<file path="src/sv/mbcf_pkg.sv">
`timescale 1ns / 1ps

package mbcf_pkg;

  // Field widths
  localparam int TIME_W    = 31;
  localparam int RING_W    = 10;
  localparam int SLOT_W    = 16;
  localparam int VERDICT_W = 2;

  // Configuration register widths
  localparam int CYCLE_W = 8;
  localparam int BED_W   = 8;
  localparam int FRING_W = 11;
  localparam int WIN_W   = 11;
  localparam int OVL_W   = 10;
  localparam int SECS_W  = 16;

  // Configuration port
  localparam int CFG_IDX_W  = 3;
  localparam int CFG_DATA_W = TIME_W;

  localparam logic [CFG_IDX_W-1:0] REG_FIRST_TIME    = 3'd0;
  localparam logic [CFG_IDX_W-1:0] REG_CYCLE_COUNT   = 3'd1;
  localparam logic [CFG_IDX_W-1:0] REG_BED_COUNT     = 3'd2;
  localparam logic [CFG_IDX_W-1:0] REG_FIRST_RING    = 3'd3;
  localparam logic [CFG_IDX_W-1:0] REG_WINDOW_RINGS  = 3'd4;
  localparam logic [CFG_IDX_W-1:0] REG_OVERLAP_RINGS = 3'd5;
  localparam logic [CFG_IDX_W-1:0] REG_SLOT_SECONDS  = 3'd6;

  // Verdict codes
  localparam logic [VERDICT_W-1:0] VERDICT_KEEP = 2'd0;
  localparam logic [VERDICT_W-1:0] VERDICT_LATE = 2'd1;
  localparam logic [VERDICT_W-1:0] VERDICT_RING = 2'd2;

  localparam logic [SLOT_W-1:0] SLOT_MAX = '1;

  // Derived widths
  localparam int TOTAL_W = BED_W + CYCLE_W;        // beds * cycles
  localparam int STEP_W  = WIN_W + 1;              // signed bed step
  localparam int OFFS_W  = BED_W + 1 + STEP_W;     // signed bed * step
  localparam int BOUND_W = OFFS_W + 2;             // signed window bounds
  localparam int DIVD_W  = TIME_W + 1;             // signed elapsed time

  // Slot divider: quotient bits resolved per stage
  localparam int SDIV_PER_STAGE = 2;
  localparam int SDIV_STAGES    = DIVD_W / SDIV_PER_STAGE;

  // Bed remainder: quotient is below cycle_count, so CYCLE_W bits
  localparam int BQ_W           = CYCLE_W;
  localparam int BDIV_PER_STAGE = 2;
  localparam int BDIV_STAGES    = BQ_W / BDIV_PER_STAGE;

  typedef struct packed {
    logic [TIME_W-1:0]         first_time;
    logic [CYCLE_W-1:0]        cycle_count;
    logic [BED_W-1:0]          bed_count;
    logic [FRING_W-1:0]        first_ring;
    logic [WIN_W-1:0]          window_rings;
    logic [OVL_W-1:0]          overlap_rings;
    logic [SECS_W-1:0]         slot_seconds;
    logic [TOTAL_W-1:0]        total;      // bed_count * cycle_count
    logic signed [STEP_W-1:0]  bed_step;   // window_rings - overlap_rings
  } cfg_t;

  // Slot divider result
  typedef struct packed {
    logic [RING_W-1:0] ring_a;
    logic [RING_W-1:0] ring_b;
    logic              no_end;    // zero slot length, non-negative elapsed
    logic [DIVD_W-1:0] quotient;
  } quo_t;

  // Bed remainder result
  typedef struct packed {
    logic [RING_W-1:0] ring_a;
    logic [RING_W-1:0] ring_b;
    logic              late;      // slot past the last one
    logic [SLOT_W-1:0] slot;      // saturated slot
    logic [BED_W-1:0]  bed;
  } bed_t;

endpackage

</file>
<file path="src/sv/mbcf_event_if.sv">
`timescale 1ns / 1ps

interface mbcf_event_if import mbcf_pkg::*; ();
  logic              valid;
  logic              ready;
  logic [RING_W-1:0] ring_a;
  logic [RING_W-1:0] ring_b;
  logic [TIME_W-1:0] event_time;

  modport source (output valid, ring_a, ring_b, event_time, input ready);
  modport sink   (input valid, ring_a, ring_b, event_time, output ready);
endinterface

</file>
<file path="src/sv/mbcf_result_if.sv">
`timescale 1ns / 1ps

interface mbcf_result_if import mbcf_pkg::*; ();
  logic                 valid;
  logic                 ready;
  logic                 keep;
  logic [VERDICT_W-1:0] verdict;
  logic [SLOT_W-1:0]    slot;

  modport source (output valid, keep, verdict, slot, input ready);
  modport sink   (input valid, keep, verdict, slot, output ready);
endinterface

</file>
<file path="src/sv/mbcf_cfg_regs.sv">
`timescale 1ns / 1ps

module mbcf_cfg_regs
  import mbcf_pkg::*;
(
  input  logic                  clk,
  input  logic                  rst,
  input  logic                  wr_en,
  input  logic [CFG_IDX_W-1:0]  wr_index,
  input  logic [CFG_DATA_W-1:0] wr_data,
  output cfg_t                  cfg
);

  // Register writes; unknown indexes are dropped.
  // Derived values are registered from the fields, so they follow in the cycle after a field write.
  always_ff @(posedge clk) begin
    if (rst) begin
      cfg.first_time    <= '0;
      cfg.cycle_count   <= CYCLE_W'(1);
      cfg.bed_count     <= BED_W'(1);
      cfg.first_ring    <= FRING_W'(1);
      cfg.window_rings  <= WIN_W'(1024);
      cfg.overlap_rings <= '0;
      cfg.slot_seconds  <= SECS_W'(60);
      cfg.total         <= TOTAL_W'(1);
      cfg.bed_step      <= STEP_W'(1024);
    end else begin
      if (wr_en) begin
        case (wr_index)
          REG_FIRST_TIME:    cfg.first_time    <= wr_data[TIME_W-1:0];
          REG_CYCLE_COUNT:   cfg.cycle_count   <= wr_data[CYCLE_W-1:0];
          REG_BED_COUNT:     cfg.bed_count     <= wr_data[BED_W-1:0];
          REG_FIRST_RING:    cfg.first_ring    <= wr_data[FRING_W-1:0];
          REG_WINDOW_RINGS:  cfg.window_rings  <= wr_data[WIN_W-1:0];
          REG_OVERLAP_RINGS: cfg.overlap_rings <= wr_data[OVL_W-1:0];
          REG_SLOT_SECONDS:  cfg.slot_seconds  <= wr_data[SECS_W-1:0];
          default: ;
        endcase
      end
      cfg.total    <= TOTAL_W'(cfg.bed_count) * TOTAL_W'(cfg.cycle_count);
      cfg.bed_step <= $signed({1'b0, cfg.window_rings})
                      - $signed(STEP_W'(cfg.overlap_rings));
    end
  end

endmodule

</file>
<file path="src/sv/mbcf_slot_div.sv">
`timescale 1ns / 1ps

module mbcf_slot_div
  import mbcf_pkg::*;
(
  input  logic              clk,
  input  logic              rst,
  input  logic              in_valid,
  output logic              in_ready,
  input  logic [RING_W-1:0] in_ring_a,
  input  logic [RING_W-1:0] in_ring_b,
  input  logic [TIME_W-1:0] in_time,
  input  cfg_t              cfg,
  output logic              out_valid,
  input  logic              out_ready,
  output quo_t              out_data
);

  logic [SDIV_STAGES:0]   valid;
  logic [SDIV_STAGES+1:0] ready;
  logic [SECS_W-1:0]      rem    [0:SDIV_STAGES];
  logic [DIVD_W-1:0]      dq     [0:SDIV_STAGES];
  logic [RING_W-1:0]      ring_a [0:SDIV_STAGES];
  logic [RING_W-1:0]      ring_b [0:SDIV_STAGES];
  logic                   no_end [0:SDIV_STAGES];
  logic [DIVD_W-1:0]      elapsed;

  // A stage takes a new item when empty or when its successor moves
  assign ready[SDIV_STAGES+1] = out_ready;
  for (genvar s = 0; s <= SDIV_STAGES; s++) begin : g_ready
    assign ready[s] = !valid[s] || ready[s+1];
  end
  assign in_ready = ready[0];

  // Entry stage: elapsed time, clamped at zero when negative
  assign elapsed = {1'b0, in_time} - {1'b0, cfg.first_time};

  always_ff @(posedge clk) begin
    if (rst) begin
      valid[0] <= 1'b0;
    end else if (ready[0]) begin
      valid[0] <= in_valid;
    end
  end

  always_ff @(posedge clk) begin
    if (ready[0] && in_valid) begin
      dq[0]     <= elapsed[DIVD_W-1] ? '0 : elapsed;
      rem[0]    <= '0;
      no_end[0] <= !elapsed[DIVD_W-1] && (cfg.slot_seconds == '0);
      ring_a[0] <= in_ring_a;
      ring_b[0] <= in_ring_b;
    end
  end

  // Restoring division: dividend bits shift out of dq, quotient bits in.
  // A zero divisor never subtracts, so a clamped dividend stays slot zero.
  for (genvar s = 1; s <= SDIV_STAGES; s++) begin : g_stage
    logic [SECS_W-1:0] rem_next;
    logic [DIVD_W-1:0] dq_next;
    logic [SECS_W+1:0] trial;
    logic              take;

    always_comb begin
      rem_next = rem[s-1];
      dq_next  = dq[s-1];
      trial    = '0;
      take     = 1'b0;
      for (int k = 0; k < SDIV_PER_STAGE; k++) begin
        trial = {1'b0, rem_next, dq_next[DIVD_W-1]} - {2'b00, cfg.slot_seconds};
        take  = !trial[SECS_W+1] && (cfg.slot_seconds != '0);
        if (take) begin
          rem_next = trial[SECS_W-1:0];
        end else begin
          rem_next = {rem_next[SECS_W-2:0], dq_next[DIVD_W-1]};
        end
        dq_next = {dq_next[DIVD_W-2:0], take};
      end
    end

    always_ff @(posedge clk) begin
      if (rst) begin
        valid[s] <= 1'b0;
      end else if (ready[s]) begin
        valid[s] <= valid[s-1];
      end
    end

    always_ff @(posedge clk) begin
      if (ready[s] && valid[s-1]) begin
        rem[s]    <= rem_next;
        dq[s]     <= dq_next;
        no_end[s] <= no_end[s-1];
        ring_a[s] <= ring_a[s-1];
        ring_b[s] <= ring_b[s-1];
      end
    end
  end

  assign out_valid         = valid[SDIV_STAGES];
  assign out_data.ring_a   = ring_a[SDIV_STAGES];
  assign out_data.ring_b   = ring_b[SDIV_STAGES];
  assign out_data.no_end   = no_end[SDIV_STAGES];
  assign out_data.quotient = dq[SDIV_STAGES];

`ifndef SYNTHESIS
  // Dividend is below 2^31, so a real quotient never sets its top bit
  a_quo_range: assert property (@(posedge clk) disable iff (rst)
    out_valid && !out_data.no_end |-> !out_data.quotient[DIVD_W-1])
    else $error("slot quotient out of range");

  // Remainder stays below a nonzero divisor
  a_rem_range: assert property (@(posedge clk) disable iff (rst)
    out_valid && !out_data.no_end && (cfg.slot_seconds != '0)
    |-> rem[SDIV_STAGES] < cfg.slot_seconds)
    else $error("slot remainder not below slot length");

  // A stalled entry stage keeps its item
  a_entry_hold: assert property (@(posedge clk) disable iff (rst)
    valid[0] && !ready[0] |=> valid[0] && $stable(dq[0]))
    else $error("entry stage dropped a stalled item");
`endif

endmodule

</file>
<file path="src/sv/mbcf_bed_div.sv">
`timescale 1ns / 1ps

module mbcf_bed_div
  import mbcf_pkg::*;
(
  input  logic clk,
  input  logic rst,
  input  logic in_valid,
  output logic in_ready,
  input  quo_t in_data,
  input  cfg_t cfg,
  output logic out_valid,
  input  logic out_ready,
  output bed_t out_data
);

  logic [BDIV_STAGES:0]   valid;
  logic [BDIV_STAGES+1:0] ready;
  logic [TOTAL_W-1:0]     rem    [0:BDIV_STAGES];
  logic [RING_W-1:0]      ring_a [0:BDIV_STAGES];
  logic [RING_W-1:0]      ring_b [0:BDIV_STAGES];
  logic                   late   [0:BDIV_STAGES];
  logic [SLOT_W-1:0]      slot   [0:BDIV_STAGES];
  logic [DIVD_W-1:0]      slot_full;
  logic [DIVD_W-1:0]      total_ext;

  assign ready[BDIV_STAGES+1] = out_ready;
  for (genvar s = 0; s <= BDIV_STAGES; s++) begin : g_ready
    assign ready[s] = !valid[s] || ready[s+1];
  end
  assign in_ready = ready[0];

  // Entry stage: final slot, past-last test, saturation
  assign total_ext = DIVD_W'(cfg.total);
  assign slot_full = in_data.no_end ? total_ext : in_data.quotient;

  always_ff @(posedge clk) begin
    if (rst) begin
      valid[0] <= 1'b0;
    end else if (ready[0]) begin
      valid[0] <= in_valid;
    end
  end

  always_ff @(posedge clk) begin
    if (ready[0] && in_valid) begin
      late[0]   <= slot_full >= total_ext;
      slot[0]   <= (|slot_full[DIVD_W-1:SLOT_W]) ? SLOT_MAX : slot_full[SLOT_W-1:0];
      rem[0]    <= slot_full[TOTAL_W-1:0];
      ring_a[0] <= in_data.ring_a;
      ring_b[0] <= in_data.ring_b;
    end
  end

  // slot mod bed_count: quotient is below cycle_count when in range
  for (genvar s = 1; s <= BDIV_STAGES; s++) begin : g_stage
    logic [TOTAL_W-1:0] rem_next;
    logic [TOTAL_W-1:0] sub;

    always_comb begin
      rem_next = rem[s-1];
      sub      = '0;
      for (int k = 0; k < BDIV_PER_STAGE; k++) begin
        sub = TOTAL_W'(cfg.bed_count) << (BQ_W - 1 - (s - 1) * BDIV_PER_STAGE - k);
        if (rem_next >= sub) begin
          rem_next = rem_next - sub;
        end
      end
    end

    always_ff @(posedge clk) begin
      if (rst) begin
        valid[s] <= 1'b0;
      end else if (ready[s]) begin
        valid[s] <= valid[s-1];
      end
    end

    always_ff @(posedge clk) begin
      if (ready[s] && valid[s-1]) begin
        rem[s]    <= rem_next;
        late[s]   <= late[s-1];
        slot[s]   <= slot[s-1];
        ring_a[s] <= ring_a[s-1];
        ring_b[s] <= ring_b[s-1];
      end
    end
  end

  assign out_valid       = valid[BDIV_STAGES];
  assign out_data.ring_a = ring_a[BDIV_STAGES];
  assign out_data.ring_b = ring_b[BDIV_STAGES];
  assign out_data.late   = late[BDIV_STAGES];
  assign out_data.slot   = slot[BDIV_STAGES];
  assign out_data.bed    = rem[BDIV_STAGES][BED_W-1:0];

`ifndef SYNTHESIS
  // In range, the remainder ends below bed_count
  a_bed_range: assert property (@(posedge clk) disable iff (rst)
    out_valid && !out_data.late |-> rem[BDIV_STAGES] < TOTAL_W'(cfg.bed_count))
    else $error("bed index not below bed count");

  // In range, the slot is below beds times cycles
  a_slot_range: assert property (@(posedge clk) disable iff (rst)
    out_valid && !out_data.late |-> out_data.slot < cfg.total)
    else $error("in-range slot not below slot total");

  // No slot at all means every item is past the last slot
  a_no_slots: assert property (@(posedge clk) disable iff (rst)
    out_valid && cfg.total == '0 |-> out_data.late)
    else $error("item kept in range with no slots configured");
`endif

endmodule

</file>
<file path="src/sv/mbcf_window.sv">
`timescale 1ns / 1ps

module mbcf_window
  import mbcf_pkg::*;
(
  input  logic          clk,
  input  logic          rst,
  input  logic          in_valid,
  output logic          in_ready,
  input  bed_t          in_data,
  input  cfg_t          cfg,
  mbcf_result_if.source results
);

  logic                      v_mul;
  logic                      v_bnd;
  logic                      v_out;
  logic                      rdy_mul;
  logic                      rdy_bnd;
  logic                      rdy_out;

  logic signed [OFFS_W-1:0]  offs;
  logic signed [OFFS_W-1:0]  offs_next;
  logic                      late_mul;
  logic [SLOT_W-1:0]         slot_mul;
  logic [RING_W-1:0]         ring_a_mul;
  logic [RING_W-1:0]         ring_b_mul;

  logic signed [BOUND_W-1:0] lo;
  logic signed [BOUND_W-1:0] hi;
  logic signed [BOUND_W-1:0] lo_next;
  logic signed [BOUND_W-1:0] hi_next;
  logic signed [BOUND_W-1:0] ra1;
  logic signed [BOUND_W-1:0] rb1;
  logic                      late_bnd;
  logic [SLOT_W-1:0]         slot_bnd;
  logic                      in_win;

  logic                      keep;
  logic [VERDICT_W-1:0]      verdict;
  logic [SLOT_W-1:0]         slot;

  // Stall chain
  assign rdy_out  = !v_out || results.ready;
  assign rdy_bnd  = !v_bnd || rdy_out;
  assign rdy_mul  = !v_mul || rdy_bnd;
  assign in_ready = rdy_mul;

  // Stage 1: bed offset = bed * step
  assign offs_next = OFFS_W'($signed({1'b0, in_data.bed})) * OFFS_W'(cfg.bed_step);

  always_ff @(posedge clk) begin
    if (rst) begin
      v_mul <= 1'b0;
    end else if (rdy_mul) begin
      v_mul <= in_valid;
    end
  end

  always_ff @(posedge clk) begin
    if (rdy_mul && in_valid) begin
      offs       <= offs_next;
      late_mul   <= in_data.late;
      slot_mul   <= in_data.slot;
      ring_a_mul <= in_data.ring_a;
      ring_b_mul <= in_data.ring_b;
    end
  end

  // Stage 2: window bounds and 1-based rings
  assign lo_next = BOUND_W'($signed({1'b0, cfg.first_ring})) + BOUND_W'(offs);
  assign hi_next = lo_next + BOUND_W'($signed({1'b0, cfg.window_rings}))
                   - BOUND_W'(1);

  always_ff @(posedge clk) begin
    if (rst) begin
      v_bnd <= 1'b0;
    end else if (rdy_bnd) begin
      v_bnd <= v_mul;
    end
  end

  always_ff @(posedge clk) begin
    if (rdy_bnd && v_mul) begin
      lo       <= lo_next;
      hi       <= hi_next;
      ra1      <= BOUND_W'(ring_a_mul) + BOUND_W'(1);
      rb1      <= BOUND_W'(ring_b_mul) + BOUND_W'(1);
      late_bnd <= late_mul;
      slot_bnd <= slot_mul;
    end
  end

  // Stage 3: window test into the output register
  assign in_win = (ra1 >= lo) && (ra1 <= hi) && (rb1 >= lo) && (rb1 <= hi);

  always_ff @(posedge clk) begin
    if (rst) begin
      v_out <= 1'b0;
    end else if (rdy_out) begin
      v_out <= v_bnd;
    end
  end

  always_ff @(posedge clk) begin
    if (rdy_out && v_bnd) begin
      keep    <= !late_bnd && in_win;
      verdict <= late_bnd ? VERDICT_LATE : (in_win ? VERDICT_KEEP : VERDICT_RING);
      slot    <= slot_bnd;
    end
  end

  assign results.valid   = v_out;
  assign results.keep    = keep;
  assign results.verdict = verdict;
  assign results.slot    = slot;

`ifndef SYNTHESIS
  // Window spans exactly window_rings rings
  a_win_span: assert property (@(posedge clk) disable iff (rst)
    v_bnd |-> BOUND_W'(hi - lo + BOUND_W'(1)) == BOUND_W'(cfg.window_rings))
    else $error("window span does not match window_rings");

  // keep and verdict agree
  a_keep_code: assert property (@(posedge clk) disable iff (rst)
    results.valid |-> results.keep == (results.verdict == VERDICT_KEEP))
    else $error("keep flag disagrees with verdict");

  // A stalled bounds stage keeps its item
  a_bnd_hold: assert property (@(posedge clk) disable iff (rst)
    v_bnd && !rdy_bnd |=> v_bnd && $stable(lo) && $stable(hi))
    else $error("bounds stage dropped a stalled item");
`endif

endmodule

</file>
<file path="src/sv/multi_bed_coincidence_filter_unit.sv">
`timescale 1ns / 1ps

// Multi-bed coincidence filter. Takes one coincidence event per clock when
// the output is not stalled and returns one result per event, in order. The
// pipeline is: one entry stage that forms the elapsed time, a 16-stage
// restoring divider that divides it by slot_seconds two quotient bits per
// stage, one stage for the past-last-slot test, a 4-stage bed remainder
// (slot mod bed_count, two bits per stage), then the bed-offset multiply,
// the window bounds and the registered window compare. Every stage holds its
// item when the next one is full, so events.ready falls only when the
// pipeline is full and results.ready is low. Configuration registers are
// read live by the stages, so a write also reaches events in flight; write
// them only while no event is in flight.

module multi_bed_coincidence_filter_unit
  import mbcf_pkg::*;
(
  input  logic                  clk,
  input  logic                  rst,
  input  logic                  cfg_wr_en,
  input  logic [CFG_IDX_W-1:0]  cfg_index,
  input  logic [CFG_DATA_W-1:0] cfg_data,
  mbcf_event_if.sink            events,
  mbcf_result_if.source         results
);

  cfg_t cfg;
  logic quo_valid;
  logic quo_ready;
  quo_t quo_data;
  logic bed_valid;
  logic bed_ready;
  bed_t bed_data;

  // Configuration registers
  mbcf_cfg_regs u_cfg (
    .clk      (clk),
    .rst      (rst),
    .wr_en    (cfg_wr_en),
    .wr_index (cfg_index),
    .wr_data  (cfg_data),
    .cfg      (cfg)
  );

  // Elapsed time and slot division
  mbcf_slot_div u_slot_div (
    .clk       (clk),
    .rst       (rst),
    .in_valid  (events.valid),
    .in_ready  (events.ready),
    .in_ring_a (events.ring_a),
    .in_ring_b (events.ring_b),
    .in_time   (events.event_time),
    .cfg       (cfg),
    .out_valid (quo_valid),
    .out_ready (quo_ready),
    .out_data  (quo_data)
  );

  // Slot range test and bed index
  mbcf_bed_div u_bed_div (
    .clk       (clk),
    .rst       (rst),
    .in_valid  (quo_valid),
    .in_ready  (quo_ready),
    .in_data   (quo_data),
    .cfg       (cfg),
    .out_valid (bed_valid),
    .out_ready (bed_ready),
    .out_data  (bed_data)
  );

  // Ring window test and result register
  mbcf_window u_window (
    .clk      (clk),
    .rst      (rst),
    .in_valid (bed_valid),
    .in_ready (bed_ready),
    .in_data  (bed_data),
    .cfg      (cfg),
    .results  (results)
  );

endmodule

</file>
<file path="src/flat_wrapper.sv">
// flat-port wrapper written by rule: the top's interface ports become plain ports
module multi_bed_coincidence_filter_unit_flat import mbcf_pkg::*;
  (clk, rst, cfg_wr_en, cfg_index, cfg_data, events_valid, events_ring_a, events_ring_b, events_event_time, events_ready, results_valid, results_keep, results_verdict, results_slot, results_ready);
  mbcf_event_if events_i ();
  mbcf_result_if results_i ();
  input  logic clk;
  input  logic rst;
  input  logic cfg_wr_en;
  input  logic [CFG_IDX_W-1:0] cfg_index;
  input  logic [CFG_DATA_W-1:0] cfg_data;
  input wire logic [$bits(events_i.valid)-1:0] events_valid;
  input wire logic [$bits(events_i.ring_a)-1:0] events_ring_a;
  input wire logic [$bits(events_i.ring_b)-1:0] events_ring_b;
  input wire logic [$bits(events_i.event_time)-1:0] events_event_time;
  output wire logic [$bits(events_i.ready)-1:0] events_ready;
  output wire logic [$bits(results_i.valid)-1:0] results_valid;
  output wire logic [$bits(results_i.keep)-1:0] results_keep;
  output wire logic [$bits(results_i.verdict)-1:0] results_verdict;
  output wire logic [$bits(results_i.slot)-1:0] results_slot;
  input wire logic [$bits(results_i.ready)-1:0] results_ready;
  assign events_i.valid = events_valid;
  assign events_i.ring_a = events_ring_a;
  assign events_i.ring_b = events_ring_b;
  assign events_i.event_time = events_event_time;
  assign events_ready = events_i.ready;
  assign results_valid = results_i.valid;
  assign results_keep = results_i.keep;
  assign results_verdict = results_i.verdict;
  assign results_slot = results_i.slot;
  assign results_i.ready = results_ready;
  multi_bed_coincidence_filter_unit u_core (.clk(clk), .rst(rst), .cfg_wr_en(cfg_wr_en), .cfg_index(cfg_index), .cfg_data(cfg_data), .events(events_i), .results(results_i));
endmodule
</file>
<file path="config.mk">
export PLATFORM = sky130hd
export DESIGN_NAME = multi_bed_coincidence_filter_unit_flat
export DESIGN_NICKNAME = d
export VERILOG_FILES = /design/src/sv/mbcf_pkg.sv /design/src/sv/mbcf_event_if.sv /design/src/sv/mbcf_result_if.sv /design/src/sv/mbcf_cfg_regs.sv /design/src/sv/mbcf_slot_div.sv /design/src/sv/mbcf_bed_div.sv /design/src/sv/mbcf_window.sv /design/src/sv/multi_bed_coincidence_filter_unit.sv /design/src/flat_wrapper.sv
export SDC_FILE = /design/constraint.sdc
export NUM_CORES = 2
export LEC_CHECK = 0
export BUFFER_PORTS_ARGS = -buffer_cell sky130_fd_sc_hd__buf_2
export CORE_ASPECT_RATIO = 0.9
export CORE_UTILIZATION = 35
export DETAILED_ROUTE_END_ITERATION = 10
export GPL_TIMING_DRIVEN = 1
export PLACE_DENSITY = 0.53
export SLEW_MARGIN = 0
export SYNTH_ARGS = -nofsm -noshare
export SYNTH_HDL_FRONTEND = slang
export SYNTH_HIERARCHICAL = 1
export SYNTH_SLANG_ARGS = --single-unit
</file>
<file path="constraint.sdc">
create_clock -name clk -period 10.64 [get_ports clk]
set_input_delay 1.596 -clock clk [delete_from_list [all_inputs] [get_ports clk]]
set_output_delay 1.596 -clock clk [all_outputs]
set_load 0.03 [all_outputs]
</file>
# [After elaboration in Yosys (flattened, before gate mapping)]
# Memory sizes are Yosys's and may differ from the RTL's. A register that Yosys moved wholly into a read port is not among the register bits.
# Cells that the tools add are included.
[totals] regBits=296 output_inout_bits=21 inputBits=90 elab_cells=367 ram_bits=1438 mem_count=10
[classes] addsub=47 n_lt_le_gt_ge=13 muxes=88 multipliers=2 n_eq_ne=6 n_reduce_logical=157
[mem_list] memory="u_core.u_slot_div.dq" depth=17 width=32 rd=17 rd_clocked_by_memory_dff=0 wr=17 line_no="mbcf_slot_div.sv:22" text="logic [DIVD_W-1:0] dq [0:SDIV_STAGES];"
[mem_list] memory="u_core.u_slot_div.rem" depth=17 width=16 rd=16 rd_clocked_by_memory_dff=0 wr=17 line_no="mbcf_slot_div.sv:21" text="logic [SECS_W-1:0] rem [0:SDIV_STAGES];"
[mem_list] memory="u_core.u_slot_div.ring_a" depth=17 width=10 rd=17 rd_clocked_by_memory_dff=0 wr=17 line_no="mbcf_slot_div.sv:23" text="logic [RING_W-1:0] ring_a [0:SDIV_STAGES];"
[mem_list] memory="u_core.u_slot_div.ring_b" depth=17 width=10 rd=17 rd_clocked_by_memory_dff=0 wr=17 line_no="mbcf_slot_div.sv:24" text="logic [RING_W-1:0] ring_b [0:SDIV_STAGES];"
[mem_list] memory="u_core.u_bed_div.rem" depth=5 width=16 rd=5 rd_clocked_by_memory_dff=0 wr=5 line_no="mbcf_bed_div.sv:19" text="logic [TOTAL_W-1:0] rem [0:BDIV_STAGES];"
[mem_list] memory="u_core.u_bed_div.slot" depth=5 width=16 rd=5 rd_clocked_by_memory_dff=1 wr=5 line_no="mbcf_bed_div.sv:23" text="logic [SLOT_W-1:0] slot [0:BDIV_STAGES];"
[mem_list] memory="4 more memories"
[op_table] op="$mux W16" n=41
[op_table] op="$sub A17 B16 Y18" n=32
[op_table] op="$logic_and A1 B1 Y1" n=62
[op_table] op="$logic_not A1 Y1" n=59
[op_table] op="$ge A23 B22 Y1" n=2
[op_table] op="$le A23 B23 Y1" n=2
[op_table] op="$mux W1" n=44
[op_table] op="$ge A32 B16 Y1" n=1
[op_table] op="$mux W32" n=1
[op_table] op="$sub A31 B31 Y32" n=1
[op_table] op="$mux W31" n=1
[op_table] op="$logic_or A1 B1 Y1" n=25
[op_table] op="$add A22 B12 Y23" n=1
[op_table] op="$sub A23 B2 Y23 const B" n=1
[op_table] op="$add A10 B1 Y11 const B" n=2
[op_table] op="$add A12 B21 Y22" n=1
[op_table] op="$mul A9 B12 Y21" n=1
[op_table] op="$ge A16 B10 Y1" n=1
[op_table] op="$ge A16 B11 Y1" n=1
[op_table] op="$ge A16 B12 Y1" n=1
[op_table] op="$ge A16 B13 Y1" n=1
[op_table] op="$ge A16 B14 Y1" n=1
[op_table] op="$ge A16 B15 Y1" n=1
[op_table] op="$ge A16 B8 Y1" n=1
[op_table] op="20 further kinds" n=29

# [Logic depth before layout (Yosys ltp)]
[depth] depth_word=29 ltp_mapped=24 depth_no_buf=22

# [Hierarchy]
# Netlist, hierarchy kept.
[modules_own_cells] mod="mbcf_slot_div" area_per_inst_um2=63103.0 seq_area_each_um2=34573.2 instances=1 cells_per_inst=4985
[modules_own_cells] mod="mbcf_bed_div" area_per_inst_um2=13196.4 seq_area_each_um2=7817.5 instances=1 cells_per_inst=987
[modules_own_cells] mod="mbcf_window" area_per_inst_um2=11891.4 seq_area_each_um2=4894.7 instances=1 cells_per_inst=1063
[modules_own_cells] mod="mbcf_cfg_regs" area_per_inst_um2=6706.4 seq_area_each_um2=2462.4 instances=1 cells_per_inst=818

# [Worst setup path after synthesis]
# Ideal clock, no wire load.
[synth_timing] path_type="input -> register" start="input port results_ready" end="memory u_core/u_slot_div/dq[0][31] (netlist name) (enable)" slack_ns=1.266 stages=16 required_ns=10.038 path_buffers=3 setup_time_ns=0.602 t_arrival_ns=8.773 path_cell_list="nor2b_1 nand3_1 nor2b_1 and2_1 clkbuf_1 nand4_1 and4b_1 and3_1 and2_1 clkbuf_1 nand4_1 nor3_1 and3_1 and3_1 clkbuf_1 a21boi_0"
[synth_rtl] item="start, declared" line_no="flat_wrapper.sv:20" text="input wire logic [$bits(results_i.ready)-1:0] results_ready;"
[synth_rtl] item="end, declared" line_no="mbcf_slot_div.sv:22"

# [Worst setup path after layout]
[layout_timing] start="input port results_ready" end="output port events_ready"
[layout_via] elab_chain_cells=25
[layout_lines] item="$logic_or A1 B1 Y1" line_no="mbcf_window.sv:44" text="assign rdy_out = !v_out || results.ready;"
[layout_lines] item="$logic_or A1 B1 Y1" line_no="mbcf_window.sv:45" text="assign rdy_bnd = !v_bnd || rdy_out;"
[layout_lines] item="$logic_or A1 B1 Y1" line_no="mbcf_window.sv:46" text="assign rdy_mul = !v_mul || rdy_bnd;"
[layout_lines] item="via u_core.bed_ready" line_no="multi_bed_coincidence_filter_unit.sv:32" text="logic bed_ready;"
[layout_lines] item="$logic_or A1 B1 Y1 (5 in series)" line_no="mbcf_bed_div.sv:29" text="assign ready[s] = !valid[s] || ready[s+1];"
[layout_lines] item="via u_core.quo_ready" line_no="multi_bed_coincidence_filter_unit.sv:29" text="logic quo_ready;"
[layout_lines] item="$logic_or A1 B1 Y1 (17 in series)" line_no="mbcf_slot_div.sv:31" text="assign ready[s] = !valid[s] || ready[s+1];"
[layout_lines] item="end, declared" line_no="flat_wrapper.sv:15" text="output wire logic [$bits(events_i.ready)-1:0] events_ready;"
# The timed path passes the listed nets, and every way through them passes these cells.

==> run_results.csv <==
group,metric,value,unit
synthesis,avgSynthCellArea,12.1,um2
timing,hold_viol_final,0,
final_layout,fill_cells,25332,
global_routing,grt_pass1_wl,334,mm
synthesis,syn_inst,7853,
clock_network,postCtsSetupRepairBufs,0,
synthesis,yosysSeqAreaShare,0.524,
clock_network,insertion_delay,0.87,ns
power,switching_share,0.238,
hold_path,hold_path_class,"reg2reg",
timing,final.min_clock_period,8.55,ns
global_routing,antenna_found_initial,5,
final_layout,fin_nets,9068,
timing,timing.fmax,0.117,GHz
clock_network,cts_sinks,1706,
critical_path,regToRegSetupSlack,2.99,ns
routing,drt_iter0_markers,3439,
run_status,status,"completed",
synthesis,yosys_most_used_dff,"edfxtp_1",
clock_network,clockBufferDepth,4,
clock_network,cts_max_level,4,
placed_design,post-place-cells,11402,
global_routing,grt_start_max_net_pins,99,
final_layout,syn2layout_area_growth,11.4,%
routing,drt-total-wl,213,mm
die,num_rows,180,
synthesis,ys_top_cells_by_area,"edfxtp_1 49%, ha_1 10%, mux2_2 4.0%",
critical_path,path_class,"in2out",
timing,clock_skew,0.0953,ns
power,p_clk_frac,0.406,
timing,worstMarginPinSlew,1.20,ns
synthesis,ys_types,110,
critical_path,start_kind,"primary input",
final_layout,layout.cells.non_filler,11735,
die,start_util,0.353,
die,die_w,551,um
global_routing,grt_overflow_total,0,
routing,wire_per_inst,18.2,um
power,power.switching,3.74,mW
synthesis,post-synth-top-count-cell,"edfxtp_1",
timing,relSlewSlack,0.199,
routing,route.detailed.drc,0,
routing,vias,59424,
clock_network,cts_root_buf,"clkbuf_16",
clock_network,cts_tree,"done",
global_routing,grt_pass1_vias,59805,
timing,finalSetupViolCount,0,
timing,slew_violations,0,
synthesis,yosysTopAreaCell,"edfxtp_1",
global_routing,track_usage,0.155,
critical_path,endpoint_kind,"primary output",
clock_network,post_cts.resized_instances,0,
power,total_leakage_power,39.0,nW
timing,finalSetupTns,0,ns
placed_design,port_buffers,110,
die,die_area,273000,um2
routing,antenna_left,0,
synthesis,ys_async_sr_fraction,0,
critical_path,crit_arrival,6.96,ns
synthesis,synth_top_area_frac,0.493,
power,p_int,11.9,mW
power,power_per_cell_area,148,nW/um2
clock_network,cts_buffers,187,
synthesis,synth_edf_count,1558,
power,combPwrFrac,0.120,
power,p_seq_frac,0.474,
routing,via_per_inst,5.06,
power,finalPower,15.7,mW
placed_design,gp_congestion,0.837,
clock_network,cts.clk_slew.worst_paths,0.06,ns
critical_path,worstPathMaxFanout,7,
timing,rsz0062_at_grt,"no",
run,maxCapViolations,0,
routing,drtPass1Iterations,5,
synthesis,synth-warning-count,6,
die,ios,111,
synthesis,yosys-top-cells-count,"1,558 x edfxtp_1, 780 x ha_1, 597 x nand2_1, 582 x inv_1, 509 x a21oi_1",
die,die_h,496,um
synthesis,netlist_area,94900,um2
synthesis,synth-seq-cells,1706,
clock_network,cts-hold-fix-buffers,0,
die,coreArea,268000,um2
power,peakVddDrop,0.000126,V
timing,post-route-period-util,0.804,
critical_path,required,9.04,ns
placed_design,hpwl,155,mm
final_layout,drive_gt1_frac,0.122,
## path summary, 6_finish.rpt
path,cells past startpoint,endpoint,startpoint
setup / recovery,15,events_ready,results_ready
hold / removal,0,u_core/u_slot_div/ring_b[0][22],u_core/u_slot_div/ring_b[0][12]
setup reg to reg,21,u_core/u_slot_div/rem[0][81],u_core/u_cfg/cfg[29]
hold reg to reg,0,u_core/u_slot_div/ring_b[0][22],u_core/u_slot_div/ring_b[0][12]
## layout make-up
class	instances	area (um2)	area share
Clock inverter	116	1170	0.0111
Clock buffer	214	4820	0.0456
Sequential cell	1706	49700	0.471
Inverter	584	2190	0.0208
Antenna cell	3	7.51	0.0000710
Multi-Input combinational cell	5358	42000	0.398
Tap cell	3549	4440	0.0420
Timing Repair Buffer	205	1270	0.0120
## metrics by stage
stage | hold WS, ns | util | instance area, um2 | setup slack [ns]
6_report | 0.374 | 0.394 | 106000 | 2.09
3_5_place_dp | 0.405 | 0.371 | 99700 | 2.03
2_1_floorplan | 0.400 | - | 94900 | 1.27
5_1_grt | 0.365 | 0.394 | 106000 | 1.54
3_3_place_gp | 0.400 | 0.371 | 99700 | 2.02
4_1_cts | 0.367 | 0.394 | 106000 | 1.99
## power groups by stage
stage	clock (mW)	combinational, mW	sequential [mW]
floorplan	0	1.49	7.56
global placement	0	1.83	7.58
detailed placement	0	1.87	7.58
CTS	6.59	1.89	7.44
global route	6.84	2.12	7.44
finish	6.36	1.89	7.44
## registers in the layout, indices dropped and copies added (netlist names), 50 cells and up
name	count
u_core/u_slot_div/rem	240
u_core/u_bed_div/rem	72
u_core/u_slot_div/dq	543
u_core/u_slot_div/ring_b	170
u_core/u_bed_div/ring_a	50
u_core/u_bed_div/ring_b	50
u_core/u_cfg/cfg	123
u_core/u_bed_div/slot	80
u_core/u_slot_div/ring_a	170
## cells by family after synthesis
logic type      Yosys count  synth area share
buf+inv                 795            0.0360
flops                  1706             0.524
other cells               2         0.0000791
compound gates         1661             0.114
simple gates           1832            0.0926
xor+xnor                500            0.0465
mux                     421            0.0507
fa+ha+maj               936             0.136
## cell usage in the layout (no fill, tap or decap), types with 111 or more instances in the layout
| cell | n |
|---|---|
| a21oi_1 | 505 |
| edfxtp_1 | 1558 |
| xor2_1 | 158 |
| dfxtp_1 | 147 |
| inv_1 | 567 |
| xnor2_1 | 338 |
| and2_1 | 111 |
| mux2_2 | 334 |
| nor2_1 | 443 |
| fa_1 | 156 |
| o21ai_0 | 332 |
| a21o_1 | 165 |
| nand2_1 | 597 |
| clkbuf_16 | 188 |
| ha_1 | 780 |
| nor3_1 | 121 |
## critical path, stage by stage
cell,delay [ns]
buf_2,0.10
nor2b_1,0.52
nand3_1,0.19
nor2b_1,0.31
and2_1,0.45
nand4_1,0.25
and4b_1,0.53
and3_1,0.30
and2_1,0.44
nand4_1,0.25
nor3_1,0.73
and3_1,0.45
and3_1,0.45
nand3_1,0.16
buf_2,0.22
## routing by layer
| layer | routed length, um | GRT usage | part of all wire | vias to the layer above |
|---|---|---|---|---|
| li1 | - | - | - | 29195 |
| met1 | 97600 | 0.199 | 0.46 | 28982 |
| met2 | 103000 | 0.271 | 0.48 | 920 |
| met3 | 6580 | 0.0198 | 0.031 | 327 |
| met4 | 5820 | 0.0448 | 0.027 | 0 |
| met5 | 0 | 0 | 0 | - |
(Power assumes the default switching activity.)
